===== config.mk =====
export PLATFORM = sky130hd
export DESIGN_NAME = mdf_back
export DESIGN_NICKNAME = d
export VERILOG_FILES = /design/src/rtl/core/mdf_pkg.sv /design/src/rtl/core/mdf_back.sv
export SDC_FILE = /design/constraint.sdc
export NUM_CORES = 2
export LEC_CHECK = 0
export BUFFER_PORTS_ARGS = -buffer_cell sky130_fd_sc_hd__buf_2
export CAP_MARGIN = 20
export CORE_MARGIN = 2
export CORE_UTILIZATION = 60
export DETAILED_ROUTE_END_ITERATION = 8
export GPL_TIMING_DRIVEN = 0
export PLACE_DENSITY = 0.9
export SETUP_SLACK_MARGIN = 0.02
export SLEW_MARGIN = 15
export SYNTH_ARGS = -nofsm -noshare
export SYNTH_HDL_FRONTEND = slang
export SYNTH_SLANG_ARGS = --single-unit

===== constraint.sdc =====
create_clock -name clk -period 16.2 [get_ports clk]
set_input_delay 0.81 -clock clk [delete_from_list [all_inputs] [get_ports clk]]
set_output_delay 0.81 -clock clk [all_outputs]
set_load 0.02 [all_outputs]

===== src/rtl/core/mdf_pkg.sv =====
// Types and constants shared by the mipmap downsample filter modules.
`default_nettype none
package mdf_pkg;

  // One RGB pixel as it travels on the source channel.
  typedef struct packed {
    logic [7:0] red;
    logic [7:0] green;
    logic [7:0] blue;
  } pix_t;

  // One filtered pixel on the result channel.
  typedef struct packed {
    logic [7:0] out_red;
    logic [7:0] out_green;
    logic [7:0] out_blue;
    logic       frame_last;
  } out_pix_t;

  // Register indexes of the configuration port.
  localparam logic [1:0] CFG_FILTER_MODE = 2'd0;
  localparam logic [1:0] CFG_SRC_WIDTH   = 2'd1;
  localparam logic [1:0] CFG_SRC_HEIGHT  = 2'd2;

  localparam int CFG_DATA_W = 13;

  // Tent weights: centre 4, ring 1, normalized by 28.
  // x/28 for x < 7141 equals (x * 9363) >> 18.
  localparam int          TENT_SUM_W  = 13;
  localparam logic [13:0] TENT_RECIP  = 14'd9363;
  localparam int          TENT_SHIFT  = 18;

  localparam int QDEPTH = 4;

  // One source column of the 4x4 window plus what the back end must do with it.
  // col[3] is the current row, col[0] three rows up.
  typedef struct packed {
    pix_t [3:0] col;
    logic       emit;
    logic       tent;
    logic       last_row;
    logic       last_col;
    logic       frame_last;
  } col_beat_t;

endpackage
`default_nettype wire


===== src/rtl/core/mdf_back.sv =====
// Back end: 4x4 window, box and tent sums, normalize, output register.
`default_nettype none
module mdf_back (
  input  wire logic               clk,
  input  wire logic               rst,
  input  wire logic               q_not_empty,
  input  wire mdf_pkg::col_beat_t q_head,
  output      logic               pop,
  output      logic               dst_valid,
  input  wire logic               dst_stall,
  output      mdf_pkg::out_pix_t  dst_pixel
);

  // win[c][r]: c = 3 newest column, r = 3 current row.
  mdf_pkg::pix_t [3:0][3:0] win;
  logic          adv;
  logic          a_valid, a_tent, a_last_row, a_last_col, a_last;
  logic          b_valid, b_tent, b_last;
  logic [mdf_pkg::TENT_SUM_W-1:0] b_tent_sum [3];
  logic [7:0]    b_box [3];

  logic [9:0]    centre [3];
  logic [11:0]   ring [3];
  logic [9:0]    box [3];
  logic [1:0]    rs, cs;
  logic [7:0]    q [3];
  logic [27:0]   prod;

  function automatic logic [7:0] chan_of(mdf_pkg::pix_t p, int k);
    logic [7:0] v;
    case (k)
      0:       v = p.red;
      1:       v = p.green;
      default: v = p.blue;
    endcase
    return v;
  endfunction

  assign adv = !(dst_valid && dst_stall);
  assign pop = adv && q_not_empty;

  always_ff @(posedge clk) begin
    if (pop) begin
      win[2:0] <= win[3:1];
      win[3]   <= q_head.col;
    end
    if (adv) begin
      a_tent     <= q_head.tent;
      a_last_row <= q_head.last_row;
      a_last_col <= q_head.last_col;
      a_last     <= q_head.frame_last;
    end
  end

  always_comb begin
    rs = a_last_row ? 2'd2 : 2'd1;
    cs = a_last_col ? 2'd2 : 2'd1;
    for (int ch = 0; ch < 3; ch++) begin
      centre[ch] = 10'(chan_of(win[1][1], ch)) + 10'(chan_of(win[2][1], ch)) +
                   10'(chan_of(win[1][2], ch)) + 10'(chan_of(win[2][2], ch));
      ring[ch] = '0;
      for (int c = 0; c < 4; c++) begin
        for (int r = 0; r < 4; r++) begin
          if (!((c == 1 || c == 2) && (r == 1 || r == 2))) begin
            ring[ch] = ring[ch] + 12'(chan_of(win[c][r], ch));
          end
        end
      end
      box[ch] = 10'(chan_of(win[cs][rs], ch)) + 10'(chan_of(win[cs+2'd1][rs], ch)) +
                10'(chan_of(win[cs][rs+2'd1], ch)) +
                10'(chan_of(win[cs+2'd1][rs+2'd1], ch));
    end
  end

  always_ff @(posedge clk) begin
    if (adv) begin
      b_tent <= a_tent;
      b_last <= a_last;
      for (int ch = 0; ch < 3; ch++) begin
        b_tent_sum[ch] <= {1'b0, centre[ch], 2'b00} + 13'(ring[ch]);
        b_box[ch]      <= box[ch][9:2];
      end
    end
  end

  // Divide by 28 through the reciprocal.
  always_comb begin
    prod = '0;
    for (int ch = 0; ch < 3; ch++) begin
      prod  = 28'({1'b0, b_tent_sum[ch]} * 28'(mdf_pkg::TENT_RECIP));
      q[ch] = b_tent ? prod[mdf_pkg::TENT_SHIFT +: 8] : b_box[ch];
    end
  end

  always_ff @(posedge clk) begin
    if (rst) begin
      a_valid   <= 1'b0;
      b_valid   <= 1'b0;
      dst_valid <= 1'b0;
    end else if (adv) begin
      a_valid   <= pop && q_head.emit;
      b_valid   <= a_valid;
      dst_valid <= b_valid;
    end
  end

  always_ff @(posedge clk) begin
    if (adv) begin
      dst_pixel.out_red    <= q[0];
      dst_pixel.out_green  <= q[1];
      dst_pixel.out_blue   <= q[2];
      dst_pixel.frame_last <= b_last;
    end
  end

endmodule
`default_nettype wire


==> out/metrics.cfg <==
[run_status]
outcome=finished, final reports clean

[sta]
final_max_slew_viol_count=0
worstMarginPinSlew_ns=1.15
post-route-period-util_pct=41.6
hold_viol=0
slew_headroom_pct=23.4
fmax_ghz=0.148
setup_viol=0
fin_worst_skew_ns=0.0235
rsz0062_at_grt=no
fin_setup_tns_ns=0
fin_crit_ns=6.74

[logic_synthesis]
synth_top_family_by_area=adder cells
synth_edf_count=478
yosysSeqAreaShare_pct=41.3
yosys.area.top_type_share_pct=41.1
synthCells=2493
ys.flop_type=edfxtp_1
yosys-top-cells-count=661 x inv_1, 478 x edfxtp_1, 426 x fa_1, 354 x ha_1, 82 x mux4_2
yosysUniqueCellTypes=56
synth-compound-area-share_pct=3.73
synth_mux_area_share_pct=6.41
avgSynthCellArea_sq_um=14.0
yosysWarnings=0
synth_area_leaders=edfxtp_1 41%, fa_1 24%, ha_1 13%
ys_seq_elements=481
synth-xor-area-share_pct=2.18
yosysMostFrequentCell=inv_1
syn_area_sq_um=34900
synth_adder_area_share_pct=37.1
synth_top_area_cell=edfxtp_1
syn-num-nets=3378
async_flop_share_pct=0
yosys.area_share.simple_pct=1.92

[die]
die_area_sq_um=60200
start_util_pct=60.7
chipWidth_um=245
die_h_um=245
io_pins=132
core_area_sq_um=57600
std_cell_rows=88

[final_layout]
layoutNonFillerInstCount=3504
design_area_sq_um=38500
drive_above_1_share_pct=12.7
seqCellArea_sq_um=14400
final_core_util_pct=66.9
fillers=3586
nets=3577
multi_input_comb_area_sq_um=17900
syn2layout_area_growth_pct=10.3

[worst_setup_path]
required_ns=16.57
cpMaxStageDelayCell=fa_1
critPathBufInv=6
path_cells=inv_1 > fa_1 > inv_1 > fa_1 > ha_1 > inv_1 > fa_1 > inv_1 > fa_1 > fa_1 > inv_1 > fa_1 > inv_1 > fa_1 > ha_1 > a21o_1 > a21oi_1 > o21bai_1 > a21oi_1 > o21ai_0 > a21o_1 > a21oi_1 > xnor2_1
crit_path_start_kind=flip-flop
crit_fanout=3
endpoint_kind=flip-flop
path_common_cell=fa_1
crit_path_max_incr_delay_ns=0.54
path_class=reg -> reg
cp_top_family=adder cells
arrival_ns=7.11

[placement]
hpwl_um=60200
gp_congestion=0.935
io_buffer_count=131
placed_area_sq_um=36800
dpl.cell_count=3400

[global_routing]
overflow=0
grt_usage_pct=27.3
grt_pass1_vias=22800
grt_max_degree=67
antenna_found_initial=3
grt_pass1_wl_um=124000

[drt]
ant_nets=0
top_layer_used=met4
met3_length_um=5970
drtIter0Drc=1738
met2_length_um=39800
wirelength_um=78100
first_pass_iters=6
wl_met1_um=27700
post-route-drc-count=0
vias_per_cell=5.77
wl_per_cell_um=22.3
num_vias=20200

[clocking]
insertion_delay_ns=0.63
clock-sinks=481
cts_inserted_buffers=51
cts_buffer_depth=3
cts_max_level=2
cts_setup_buffers=0
post_cts_resized=0
cts_tree=done
cts.clk_slew.worst_paths_ns=0.06
clockRootBuffer=clkbuf_16
cts-hold-fix-buffers=0

[flow_run]
drv_cap=0

[worst_hold_path]
hold_path_class=in -> reg

[flip-flops by register name (all words and copies together), names as in the netlist, 24 cells and up]
signal      flops
b_tent_sum     39
dst_pixel      25
b_box          24
win           384
[worst paths after layout]
check | slack (ns) | start | depth (start not counted) | end
setup / recovery | 9.46 | win[137]$_DFFE_PP_ | 23 | b_tent_sum[0][12]$_DFFE_PN_
hold / removal | 0.35 | q_head[96] | 1 | win[379]$_DFFE_PP_
setup reg to reg | 9.46 | win[137]$_DFFE_PP_ | 23 | b_tent_sum[0][12]$_DFFE_PN_
hold reg to reg | 0.42 | b_last$_DFFE_PN_ | 0 | dst_pixel[0]$_DFFE_PN_
[per-layer routing]
layer / GRT usage [%] / vias to the layer above
met4: 16.2 / 0
met3: 5.00 / 295
met1: 32.1 / 10300
li1: - / 8703
met2: 46.9 / 940
met5: 0 / -
[final cells by class]
cell class                 count  share of cell area [%]
timing repair buffer         146                    2.50
multi-input combinational   1323                    46.6
inverter                     661                    6.44
clock buffer                  64                    3.44
buffer                        28                   0.292
clock inverter                31                   0.809
antenna                        5                  0.0325
sequential                   481                    37.4
tap                          765                    2.49
[cells in the final DEF, fill, tap and decap left out, drive strengths merged, types with 35 or more instances in the layout]
| cell | count |
|---|---|
| buf | 157 |
| xnor2 | 61 |
| edfxtp | 478 |
| mux4 | 82 |
| o21ai | 37 |
| fa | 426 |
| nor2 | 40 |
| clkbuf | 81 |
| inv | 664 |
| ha | 354 |
| nand2 | 35 |
| a21oi | 72 |
[worst reg2reg max path, stage by stage (launching register included)]
cell	delay, ns
edfxtp_1	0.37
inv_1	0.07
fa_1	0.54
inv_1	0.06
fa_1	0.49
ha_1	0.19
inv_1	0.10
fa_1	0.54
inv_1	0.07
fa_1	0.54
fa_1	0.54
inv_1	0.06
fa_1	0.54
inv_1	0.05
fa_1	0.44
ha_1	0.34
a21o_1	0.20
a21oi_1	0.30
o21bai_1	0.10
a21oi_1	0.25
o21ai_0	0.19
a21o_1	0.22
a21oi_1	0.18
xnor2_1	0.11
[per-stage QoR]
| stage | setup slack, ns | hold slack, ns |
|---|---|---|
| after floorplan | 3.56 | 0.400 |
| after global placement | -1.85 | 0.400 |
| after detailed placement | 9.56 | 0.406 |
| after CTS | 9.49 | 0.326 |
| after global routing | 9.21 | 0.341 |
| final | 9.46 | 0.351 |
[logic make-up after synthesis]
kind of cell | count (synthesis)
multiplexers | 118
flip-flops | 481
XOR/XNOR | 87
buffers and inverters | 689
AND/OR/NAND/NOR | 136
adder cells (fa/ha/maj) | 780
AO/OA/AOI/OAI | 202
Power is not shown: default switching activity piles up to over one toggle a cycle in this logic, so the estimate is an artifact.
