===== src/rtl/core/mdf_pkg.sv =====
// Types and constants shared by the mipmap downsample filter modules.
`default_nettype none
package mdf_pkg;

  // One RGB pixel as it travels on the source channel.
  typedef struct packed {
    logic [7:0] red;
    logic [7:0] green;
    logic [7:0] blue;
  } pix_t;

  // One filtered pixel on the result channel.
  typedef struct packed {
    logic [7:0] out_red;
    logic [7:0] out_green;
    logic [7:0] out_blue;
    logic       frame_last;
  } out_pix_t;

  // Register indexes of the configuration port.
  localparam logic [1:0] CFG_FILTER_MODE = 2'd0;
  localparam logic [1:0] CFG_SRC_WIDTH   = 2'd1;
  localparam logic [1:0] CFG_SRC_HEIGHT  = 2'd2;

  localparam int CFG_DATA_W = 13;

  // Tent weights: centre 4, ring 1, normalized by 28.
  // x/28 for x < 7141 equals (x * 9363) >> 18.
  localparam int          TENT_SUM_W  = 13;
  localparam logic [13:0] TENT_RECIP  = 14'd9363;
  localparam int          TENT_SHIFT  = 18;

  localparam int QDEPTH = 4;

  // One source column of the 4x4 window plus what the back end must do with it.
  // col[3] is the current row, col[0] three rows up.
  typedef struct packed {
    pix_t [3:0] col;
    logic       emit;
    logic       tent;
    logic       last_row;
    logic       last_col;
    logic       frame_last;
  } col_beat_t;

endpackage
`default_nettype wire


===== src/rtl/core/mdf_queue.sv =====
// Short queue of column beats between the front and back ends.
`default_nettype none
module mdf_queue (
  input  wire logic                             clk,
  input  wire logic                             rst,
  input  wire logic                             push,
  input  wire mdf_pkg::col_beat_t               push_beat,
  input  wire logic                             pop,
  output      mdf_pkg::col_beat_t               head,
  output      logic                             not_empty,
  output      logic [$clog2(mdf_pkg::QDEPTH):0] count
);

  localparam int AW = $clog2(mdf_pkg::QDEPTH);

  mdf_pkg::col_beat_t slots [mdf_pkg::QDEPTH];
  logic [AW-1:0]      wr_ptr, rd_ptr;

  assign head      = slots[rd_ptr];
  assign not_empty = (count != '0);

  always_ff @(posedge clk) begin
    if (rst) begin
      wr_ptr <= '0;
      rd_ptr <= '0;
      count  <= '0;
    end else begin
      if (push) begin
        wr_ptr <= wr_ptr + AW'(1);
      end
      if (pop) begin
        rd_ptr <= rd_ptr + AW'(1);
      end
      case ({push, pop})
        2'b10:   count <= count + (AW+1)'(1);
        2'b01:   count <= count - (AW+1)'(1);
        default: count <= count;
      endcase
    end
  end

  always_ff @(posedge clk) begin
    if (push) begin
      slots[wr_ptr] <= push_beat;
    end
  end

endmodule
`default_nettype wire


===== config.mk =====
export PLATFORM = sky130hd
export DESIGN_NAME = mdf_queue
export DESIGN_NICKNAME = d
export VERILOG_FILES = /design/src/rtl/core/mdf_pkg.sv /design/src/rtl/core/mdf_queue.sv
export SDC_FILE = /design/constraint.sdc
export NUM_CORES = 1
export LEC_CHECK = 0
export ABC_AREA = 1
export BUFFER_PORTS_ARGS = -buffer_cell sky130_fd_sc_hd__buf_2
export CAP_MARGIN = 40
export CORE_MARGIN = 1.5
export CORE_UTILIZATION = 52
export DETAILED_ROUTE_END_ITERATION = 8
export PLACE_DENSITY_LB_ADDON = 0.1
export SETUP_SLACK_MARGIN = 0.2
export SYNTH_ARGS = -nofsm -noshare
export SYNTH_HDL_FRONTEND = slang
export SYNTH_SLANG_ARGS = --single-unit

===== constraint.sdc =====
create_clock -name clk -period 2.7 [get_ports clk]
set_input_delay 0.405 -clock clk [delete_from_list [all_inputs] [get_ports clk]]
set_output_delay 0.405 -clock clk [all_outputs]
set_load 0.03 [all_outputs]

==> metrics.yaml, run 1 <==
setup_slack_ns: 0.282
htree_levels: 2
synth.area.top_cells: "edfxtp_1 75%, o22ai_2 6.2%, o21ai_0 3.9%"
grt_max_degree: 105
yosysTopAreaCell: "edfxtp_1"
path_delay_family: "buffers and inverters"
hold_buffers: 0
cp_cell_sequence: "inv_8 -> buf_4 -> nor2_1 -> o22ai_1 -> buf_2"
die_h_um: 180
yosys.area.top_type_share_pct: 74.9
synthXorXnorAreaFrac_pct: 0
die-area_sq_um: 32200
tritoncts: "yes"
yosysSeqAreaShare_pct: 76.0
synth_top_family_by_area: "compound AO/OA/AOI/OAI gates"
detail-route-antenna-nets: 0
yosysWarnings: 0
p_leak_nw: 6.63
overflow: 0
rr_endpoint: "slots[0][32]$_DFFE_PP_"
antenna_found_initial: 3
crit_type: "flop to output pin"
root_buffer: "clkbuf_16"
synth-adder-area-share_pct: 0.510
cts_inserted_buffers: 42
reg2reg_slack_ns: 0.84
rsz0062_at_grt: "no"
synth-compound-area-share_pct: 13.6
path_max_fanout: 39
start_util_pct: 52.8
pre_cts_ws_ns: 0.714
cp.required_ns: 2.30
endpoint: "head[92]"
critPathBufInv: 3
synthToLayoutAreaGrowth_pct: 17.6
syn-instance-count: 1034
hp-start: "push_beat[99]"
arrival_ns: 2.01
setup_viol: 0
layout-drive-gt1-share_pct: 36.4
postSynthRegisterBits: 413
start_kind: "flop"
dr.pass1.iters: 5
worst_slew_pin_slew_ns: 0.596
core.rowCount: 64
postLayoutCellArea_sq_um: 19100
synth-simple-area-share_pct: 6.29
place_congestion: 0.756
reg2reg_depth: 5
synthMuxAreaShare_pct: 0
hold_viol: 0
clock_latency_ns: 0.52
placeableCoreArea_sq_um: 30700
cts.sinks: 413
fin_crit_sh_pct: 89.5
relSlewSlack_pct: 60.2
io_buffers: 209
finalMaxSlewViolations: 0
fin_cells: 1677
drc: 0
syn-num-nets: 1145
grt_pass1_vias: 9145
io_pins: 210
dp_hpwl_um: 18600
fin_crit_ns: 2.42
yosys_most_used_dff: "edfxtp_1"
tns_ns: 0
routedWlPerCell_um: 20.0
maxCapViolCount: 0
synth-edff-count: 404
vdd_drop_max_v: 0.000601
max_freq_ghz: 0.414
syn_area_sq_um: 16200
nNetsFinal: 1356
synthArstFlopShare_pct: 0
via_count: 9176
cp_num_cells: 5
power_density_nw_per_um2: 779
first_iter_violations: 660
grt_use_total_pct: 20.4
slowest_stage: "dfxtp_4"
die_w_um: 180
synth_cell_types: 21
status: "completed"
placedCellCount: 1596
dpl_cell_area_sq_um: 17700
postSynthAreaPerCell_sq_um: 15.7
clk_pin_slew_ns: 0.06
r2r-start: "wr_ptr[0]$_SDFFE_PP0P_"
hold_class: "input pin to flop"
crit_path_end_kind: "output pin"
cts.path.max_buffers: 3
drt-total-wl_um: 33500
fin_worst_skew_ns: 0.0111
post_cts_buffers: 0
final_util_pct: 62.2
cp_slowest_stage_delay_ns: 0.41
viasPerCell: 5.47
grt_pass1_wl_um: 51500
[worst register-to-register path: cells and delay by family (launching register included)]
kind | cells | cell delay [ns]
adder cells (fa/ha/maj) | 1 | 0.20
buffers and inverters | 3 | 0.96
flip-flops | 1 | 0.35
AND/OR/NAND/NOR | 1 | 0.07
[worst min path at each step]
| stage | slack, ns | endpoint | depth (start not counted) |
|---|---|---|---|
| floorplan | 0.41 | flop | 1 |
| global placement | 0.42 | flop | 1 |
| detailed placement | 0.42 | flop | 1 |
| CTS | 0.07 | slots[0][25]$_DFFE_PP_ | 1 |
| global route | 0.08 | slots[0][25]$_DFFE_PP_ | 1 |
| finish | 0.09 | slots[2][99]$_DFFE_PP_ | 1 |
[through the flow]
step / hold WS [ns] / total power (W)
after global placement: 0.421 / 0.00933
final: 0.0940 / 0.0149
after detailed placement: 0.424 / 0.00936
after floorplan: 0.412 / 0.00878
after CTS: 0.0676 / 0.0150
after global routing: 0.0799 / 0.0154
[metal layers]
metal  routed length (um)  part of all wire (%)  up-vias  global-route usage [%]
met1                14500                    43     4560                    27.1
met2                16500                    49      218                    34.1
met3                 1850                   5.5       48                    4.40
met4                  588                   1.8        2                    5.57
met5                   10                 0.030        -                       0
li1                     -                     -     4348                       -
[synthesized netlist by cell type, types with 11 or more instances]
cell type / instances
edfxtp_1: 404
o21ai_0: 126
nor2_1: 125
o21ai_1: 82
nor2_2: 80
o22ai_2: 80
buf_2: 31
o22ai_1: 21
inv_1: 16
clkbuf_1: 12
buf_6: 11
[logic make-up (layout without fill, tap and decap cells)]
logic type / count (synthesis) / after routing
other cells: 0 / 2
simple gates: 217 / 217
fa+ha+maj: 6 / 6
buf+inv: 84 / 329
flops: 413 / 413
compound gates: 314 / 314
[cell type report]
| class | count | area [sq um] |
|---|---|---|
| sequential | 413 | 12300 |
| fill | 2340 | 11600 |
| multi-input combinational | 537 | 3310 |
| timing repair buffer | 233 | 1490 |
| clock buffer | 58 | 1190 |
| tap | 396 | 495 |
| clock inverter | 20 | 164 |
| inverter | 18 | 92.6 |
| antenna | 2 | 5.00 |
[state kept, by name, summed over array words and instances, names as in the netlist, named ones only]
signal	cells
slots	404
count	3
rd_ptr	2
wr_ptr	2
[report_power, final]
part	internal [W]	switching, W	leakage (nW)
Combinational	0.000546	0.00127	2.18
Sequential	0.00733	0.0000766	3.79
Clock	0.00338	0.00226	0.670
[layout by cell type (no fill, tap or decap), drive strengths merged]
master    instances
bufinv            3
nand2             9
nand3             2
fa                1
ha                5
edfxtp          404
nor2            205
o21ai           208
dfxtp             9
o22ai           101
diode             2
inv              14
clkinvlp          4
buf             232
nand4             1
clkinv           17
clkbuf           59
a21oi             5
[timing repair]
action                                  in CTS  in global routing
pin swaps                                    0                  0
endpoints found under the setup margin       4                 76
cloned                                       0                  1
gates resized for setup                      1                  3
No activity file was read; power rests on OpenSTA's default activity.
==> run 2, diff against run 1 <==
==> constraint.sdc (replaced) <==
create_clock -name clk -period 2.7 [get_ports clk]
set_input_delay 0.405 -clock clk [delete_from_list [all_inputs] [get_ports clk]]
set_output_delay 0.405 -clock clk [all_outputs]
set_load 0.01 [all_outputs]
==> metrics.yaml, run 2 (synthesis results as in run 1) <==
power_switching_w: 0.00324  # was 0.00360 W
drc: 0  # unchanged
first_iter_violations: 626  # was 660
fillCellCount: 2323  # was 2,340
grt_pass1_wl_um: 50600  # was 51,500 um
detail-route-antenna-nets: 0  # unchanged
finalMaxSlewViolations: 0  # unchanged
vdd_drop_max_v: 0.000537  # was 0.000601 V
max_freq_ghz: 0.417  # was 0.414 GHz
start_util_pct: 52.8  # unchanged
overflow: 0  # unchanged
mostFrequentLayoutCell: "edfxtp_1"  # unchanged
place_congestion: 0.714  # was 0.756
io_buffers: 209  # unchanged
clock_latency_ns: 0.52  # about the same
core.rowCount: 64  # unchanged
p_leak_nw: 6.58  # was 6.63 nW
hold_path_depth: 1  # unchanged
reg2reg_depth: 5  # unchanged
die_h_um: 180  # unchanged
start_kind: "flop"  # unchanged
clockPowerShare_pct: 39.0  # was 37.9%
mostFrequentLayoutCells: "404 x edfxtp_1, 209 x buf_2, 126 x o21ai_0"  # unchanged
grt_max_degree: 113  # was 105
dp_hpwl_um: 16700  # was 18,600 um
grt_pass1_vias: 9279  # was 9,145
relSlewSlack_pct: 58.4  # was 60.2%
setup_slack_ns: 0.303  # was 0.282 ns
routedWlPerCell_um: 19.5  # was 20.0 um
cts_inserted_buffers: 42  # unchanged
post_cts_buffers: 0  # unchanged
rr_endpoint: "slots[0][30]$_DFFE_PP_"  # was slots[0][32]$_DFFE_PP_
tns_ns: 0  # unchanged
crit_type: "flop to output pin"  # unchanged
dpl_cell_area_sq_um: 17500  # was 17,700 sq um
r2r-start: "wr_ptr[0]$_SDFFE_PP0P_"  # unchanged
grt_use_total_pct: 19.9  # was 20.4%
fin_crit_ns: 2.40  # was 2.42 ns
clk_pin_slew_ns: 0.06  # about the same
hold-path-endpoint: "slots[0][56]$_DFFE_PP_"  # was slots[2][99]$_DFFE_PP_
top_regs: "slots x404, count x3"  # unchanged
pwr-share-comb_pct: 9.9  # was 12.2%
postLayoutCellArea_sq_um: 18900  # was 19,100 sq um
hold_viol: 0  # unchanged
pre_cts_ws_ns: 0.792  # was 0.714 ns
io_pins: 210  # unchanged
path_max_fanout: 52  # was 39
worst_slew_pin_slew_ns: 0.624  # was 0.596 ns
crit_path_end_kind: "output pin"  # unchanged
reg2reg_slack_ns: 1.09  # was 0.84 ns
power_w: 0.0145  # was 0.0149 W
status: "completed"  # unchanged
placeableCoreArea_sq_um: 30700  # unchanged
synthToLayoutAreaGrowth_pct: 16.8  # was 17.6%
power_frac_seq_pct: 51.2  # was 49.9%
die-area_sq_um: 32200  # unchanged
switching_share_pct: 22.4  # was 24.3%
setup_viol: 0  # unchanged
cellInternalPower_w: 0.0112  # was 0.0113 W
drt-total-wl_um: 32600  # was 33,500 um
multi_input_area_sq_um: 3310  # unchanged
largest_register_ffs: 404  # unchanged
fin_crit_sh_pct: 88.8  # was 89.5%
layout-drive-gt1-share_pct: 36.1  # was 36.4%
rsz0062_at_grt: "yes"  # was no
maxCapViolCount: 0  # unchanged
fin_worst_skew_ns: 0.0111  # about the same
antenna_found_initial: 5  # was 3
cp.required_ns: 2.30  # about the same
htree_levels: 2  # unchanged
hold_class: "input pin to flop"  # unchanged
seqCellArea_sq_um: 12300  # unchanged
hp-start: "push_beat[56]"  # was push_beat[99]
viasPerCell: 5.43  # was 5.47
tritoncts: "yes"  # unchanged
power_density_nw_per_um2: 765  # was 779 nW/um^2
nNetsFinal: 1350  # was 1,356
root_buffer: "clkbuf_16"  # unchanged
regMostFlops: "slots"  # unchanged
cts.path.max_buffers: 3  # unchanged
dr.pass1.iters: 4  # was 5
arrival_ns: 1.99  # was 2.01 ns
cts.sinks: 413  # unchanged
die_w_um: 180  # unchanged
via_count: 9081  # was 9,176
## run 2: cell count changes in the layout (fill, tap and decap cells not counted), moves of 2 or more
cell      previous run  this run
buf_12              18         8
clkbuf_8             2         0
buf_4                4         6
clkinv_1             9        14
clkbuf_1            11         6
## run 2: power groups by stage
stage	Sequential [W]	Clock, W	Combinational (W)
2_1_floorplan	0.00754	0	0.000905
3_3_place_gp	0.00753	0	0.00142
3_5_place_dp	0.00754	0	0.00143
4_1_cts	0.00740	0.00576	0.00144
5_1_grt	0.00743	0.00601	0.00157
6_report	0.00741	0.00564	0.00143
## run 2: critical path, cell delays in order, from the launching register on
cell and delay (ns):
dfxtp_4 0.46, clkinv_8 0.23, buf_12 0.27, o21ai_0 0.23, o22ai_2 0.10, buf_2 0.15
## run 2: per-layer routing
layer  GRT usage, %  wire [um]
met5              0         38
met4           5.10        587
met3           5.53       2040
met2           33.2      16000
met1           25.9      13900
## run 2: metrics by stage
step           hold slack, ns  util [%]  std cells
2_1_floorplan           0.412         -       1034
6_report               0.0881      61.7       1672
5_1_grt                0.0701      61.7       1670
3_5_place_dp            0.425      57.1       1590
3_3_place_gp            0.433      57.1       1590
4_1_cts                0.0667      61.5       1668
## run 2: worst max-delay path by stage
stage | depth (start not counted) | end | startpoint
CTS | 4 | head[26] | flop
detailed placement | 4 | head[26] | flop
floorplan | 4 | slots[0][0]$_DFFE_PP_ | wr_ptr[0]$_SDFFE_PP0P_
finish | 5 | head[82] | flop
global route | 4 | head[5] | flop
global placement | 4 | head[26] | flop
## run 2: timing repair
action / 4_1_cts / 5_1_grt
endpoints found under the setup margin: 0 / 53
resized for setup: 0 / 5
hold buffers: 0 / 0
## run 2: cell type report
class                           count  area share (%)
Multi-Input combinational cell    537            17.5
Clock buffer                       51            6.07
Antenna cell                        3          0.0397
Sequential cell                   413            65.1
Timing Repair Buffer              227            7.09
Tap cell                          396            2.62
Inverter                           18           0.502
Clock inverter                     27            1.15
==> run 3, diff against run 2 <==
--- a/config.mk
+++ b/config.mk
@@ -5,11 +5,10 @@
 export SDC_FILE = /design/constraint.sdc
 export NUM_CORES = 1
 export LEC_CHECK = 0
-export ABC_AREA = 1
 export BUFFER_PORTS_ARGS = -buffer_cell sky130_fd_sc_hd__buf_2
 export CAP_MARGIN = 40
 export CORE_MARGIN = 1.5
-export CORE_UTILIZATION = 52
+export CORE_UTILIZATION = 51
 export DETAILED_ROUTE_END_ITERATION = 8
 export PLACE_DENSITY_LB_ADDON = 0.1
 export SETUP_SLACK_MARGIN = 0.2
==> metrics.yaml, run 3 <==
status: "completed"  # unchanged
synth_common_cells: "404 x edfxtp_1, 101 x mux4_2, 10 x buf_2, 10 x buf_6, 9 x dfxtp_1"  # was 404 x edfxtp_1, 126 x o21ai_0, 125 x nor2_1, 82 x o21ai_1
fin_crit_sh_pct: 88.7  # was 88.8%
antenna_found_initial: 4  # was 5
hold_buffers: 0  # unchanged
yosysWarnings: 0  # unchanged
layout-drive-gt1-share_pct: 45.8  # was 36.1%
placeableCoreArea_sq_um: 28900  # was 30,700 sq um
tns_ns: 0  # unchanged
relSlewSlack_pct: 61.8  # was 58.4%
die_h_um: 175  # was 180 um
hold_class: "input pin to flop"  # unchanged
io_pins: 210  # unchanged
dr_wl_met3_um: 1710  # was 2040 um
synth_most_common_cell: "edfxtp_1"  # unchanged
syn_area_sq_um: 15000  # was 16,200 sq um
route.met2.wl_um: 13600  # was 16,000 um
io_buffers: 209  # unchanged
max_freq_ghz: 0.418  # was 0.417 GHz
synth.area.top_cells: "edfxtp_1 81%, mux4_2 15%, dfxtp_1 1.2%"  # was edfxtp_1 75%, o22ai_2 6.2%, o21ai_0 3.9%
crit_path_end_kind: "output pin"  # unchanged
viasPerCell: 5.47  # was 5.43
dp_hpwl_um: 16300  # was 16,700 um
cts_inserted_buffers: 41  # was 42
top_layer_used: "met4"  # was met5
regMostFlops: "slots"  # unchanged
maxCapViolCount: 0  # unchanged
start_kind: "flop"  # unchanged
mostFrequentLayoutCells: "404 x edfxtp_1, 209 x buf_2, 101 x mux4_2"  # was 404 x edfxtp_1, 209 x buf_2, 126 x o21ai_0
routedWlPerCell_um: 21.8  # was 19.5 um
fin_worst_skew_ns: 0.0104  # was 0.0111 ns
p_leak_nw: 6.06  # was 6.58 nW
mostFrequentLayoutCell: "edfxtp_1"  # unchanged
cts.sinks: 413  # unchanged
core.rowCount: 62  # was 64
arrival_ns: 1.99  # about the same
grt_max_degree: 75  # was 113
tritoncts: "yes"  # unchanged
synthArstFlopShare_pct: 0  # unchanged
die_w_um: 175  # was 180 um
grt_pass1_vias: 7360  # was 9,279
place_congestion: 0.726  # was 0.714
clk_pin_slew_ns: 0.06  # about the same
yosys.area.top_type_share_pct: 80.8  # was 74.9%
rsz0062_at_grt: "no"  # was yes
seqCellArea_sq_um: 12300  # unchanged
hold_viol: 0  # unchanged
power_density_nw_per_um2: 788  # was 765 nW/um^2
power_w: 0.0142  # was 0.0145 W
drc: 0  # unchanged
yosysSeqAreaShare_pct: 82.0  # was 76.0%
cts.path.max_buffers: 3  # unchanged
via_count: 6778  # was 9,081
final_util_pct: 62.2  # was 61.7%
top_regs: "slots x404, count x3"  # unchanged
setup_viol: 0  # unchanged
start_util_pct: 52.0  # was 52.8%
dr.pass1.iters: 6  # was 4
synth_cell_types: 18  # was 21
synthToLayoutAreaGrowth_pct: 19.7  # was 16.8%
path_max_fanout: 32  # was 52
synth-edff-count: 404  # unchanged
drt-total-wl_um: 27000  # was 32,600 um
worst_slew_pin_slew_ns: 0.574  # was 0.624 ns
syn-num-nets: 684  # was 1,145
reg2reg_slack_ns: 0.95  # was 1.09 ns
multi_input_area_sq_um: 2510  # was 3310 sq um
cp.required_ns: 2.30  # about the same
postSynthRegisterBits: 413  # unchanged
detail-route-antenna-nets: 0  # unchanged
die-area_sq_um: 30500  # was 32,200 sq um
yosys_most_used_dff: "edfxtp_1"  # unchanged
htree_levels: 2  # unchanged
largest_register_ffs: 404  # unchanged
nNetsFinal: 932  # was 1,350
fin_crit_ns: 2.39  # was 2.40 ns
root_buffer: "clkbuf_16"  # unchanged
grt_pass1_wl_um: 42000  # was 50,600 um
first_iter_violations: 374  # was 626
syn-instance-count: 573  # was 1,034
fillCellCount: 2056  # was 2,323
crit_type: "flop to output pin"  # unchanged
finalMaxSlewViolations: 0  # unchanged
overflow: 0  # unchanged
grt_use_total_pct: 18.3  # was 19.9%
yosysTopAreaCell: "edfxtp_1"  # unchanged
vdd_drop_max_v: 0.000492  # was 0.000537 V
clock_latency_ns: 0.53  # was 0.52 ns
postSynthAreaPerCell_sq_um: 26.2  # was 15.7 sq um
drt-met1-wl_um: 11100  # was 13,900 um
## run 3: cell families (layout without fill, tap and decap cells)
logic type / count (synthesis) / count (layout) / share of synthesized area, %
DFF: 413 / 413 / 82.0
muxes: 102 / 102 / 15.2
buffers and inverters: 29 / 307 / 1.31
and+or+nand+nor: 15 / 15 / 0.475
adders and majority gates: 6 / 6 / 0.550
xor gates and xnor gates: 5 / 5 / 0.292
AOI/OAI and AO/OA: 3 / 3 / 0.100
other: 0 / 5 / 0
## run 3: area by class of cell
class                      instances  area share, %
antenna                            5         0.0697
clock buffer                      53           6.14
clock inverter                    20          0.982
inverter                           6          0.125
multi-input combinational        131           14.0
sequential                       413           68.6
tap                              384           2.67
timing repair buffer             228           7.47
## run 3: power by group
group,switching (W),internal (W)
clock,0.00219,0.00316
sequential,0.0000848,0.00736
combinational,0.000716,0.000642
## run 3: timing repair
| action | 4_1_cts | 5_1_grt |
|---|---|---|
| buffers inserted | 4 | 0 |
| resized for setup | 1 | 0 |
| endpoints found under the setup margin | 87 | 0 |
## run 3: worst max-delay path: stages, from the launching register on
cell and delay [ns]:
dfxtp_4 0.42, buf_12 0.27, mux4_2 0.59, buf_2 0.16
## run 3: final timing paths
kind	start	end	depth (start not counted)
worst min-delay path	push_beat[81]	slots[2][81]$_DFFE_PP_	1
worst max-delay path	flop	head[55]	3
worst max register to register	wr_ptr[0]$_SDFFE_PP0P_	slots[0][15]$_DFFE_PP_	4
worst min register to register	count[2]$_SDFFE_PP0P_	count[2]$_SDFFE_PP0P_	2
## run 3: per-stage QoR
stage,hold slack (ns),worst slack [ns],cell area [sq um],instances
2_1_floorplan,0.485,0.470,15000,573
5_1_grt,0.0667,0.204,18000,1236
3_3_place_gp,0.475,0.582,16600,1158
3_5_place_dp,0.536,0.565,16600,1158
4_1_cts,0.0683,0.249,18000,1235
6_report,0.0913,0.306,18000,1240
## run 3: routing by layer
| metal | global-route usage (%) | vias to the layer above |
|---|---|---|
| met5 | 0 | - |
| met4 | 5.20 | 0 |
| met3 | 4.55 | 44 |
| met2 | 30.4 | 201 |
| met1 | 24.4 | 3569 |
| li1 | - | 2964 |
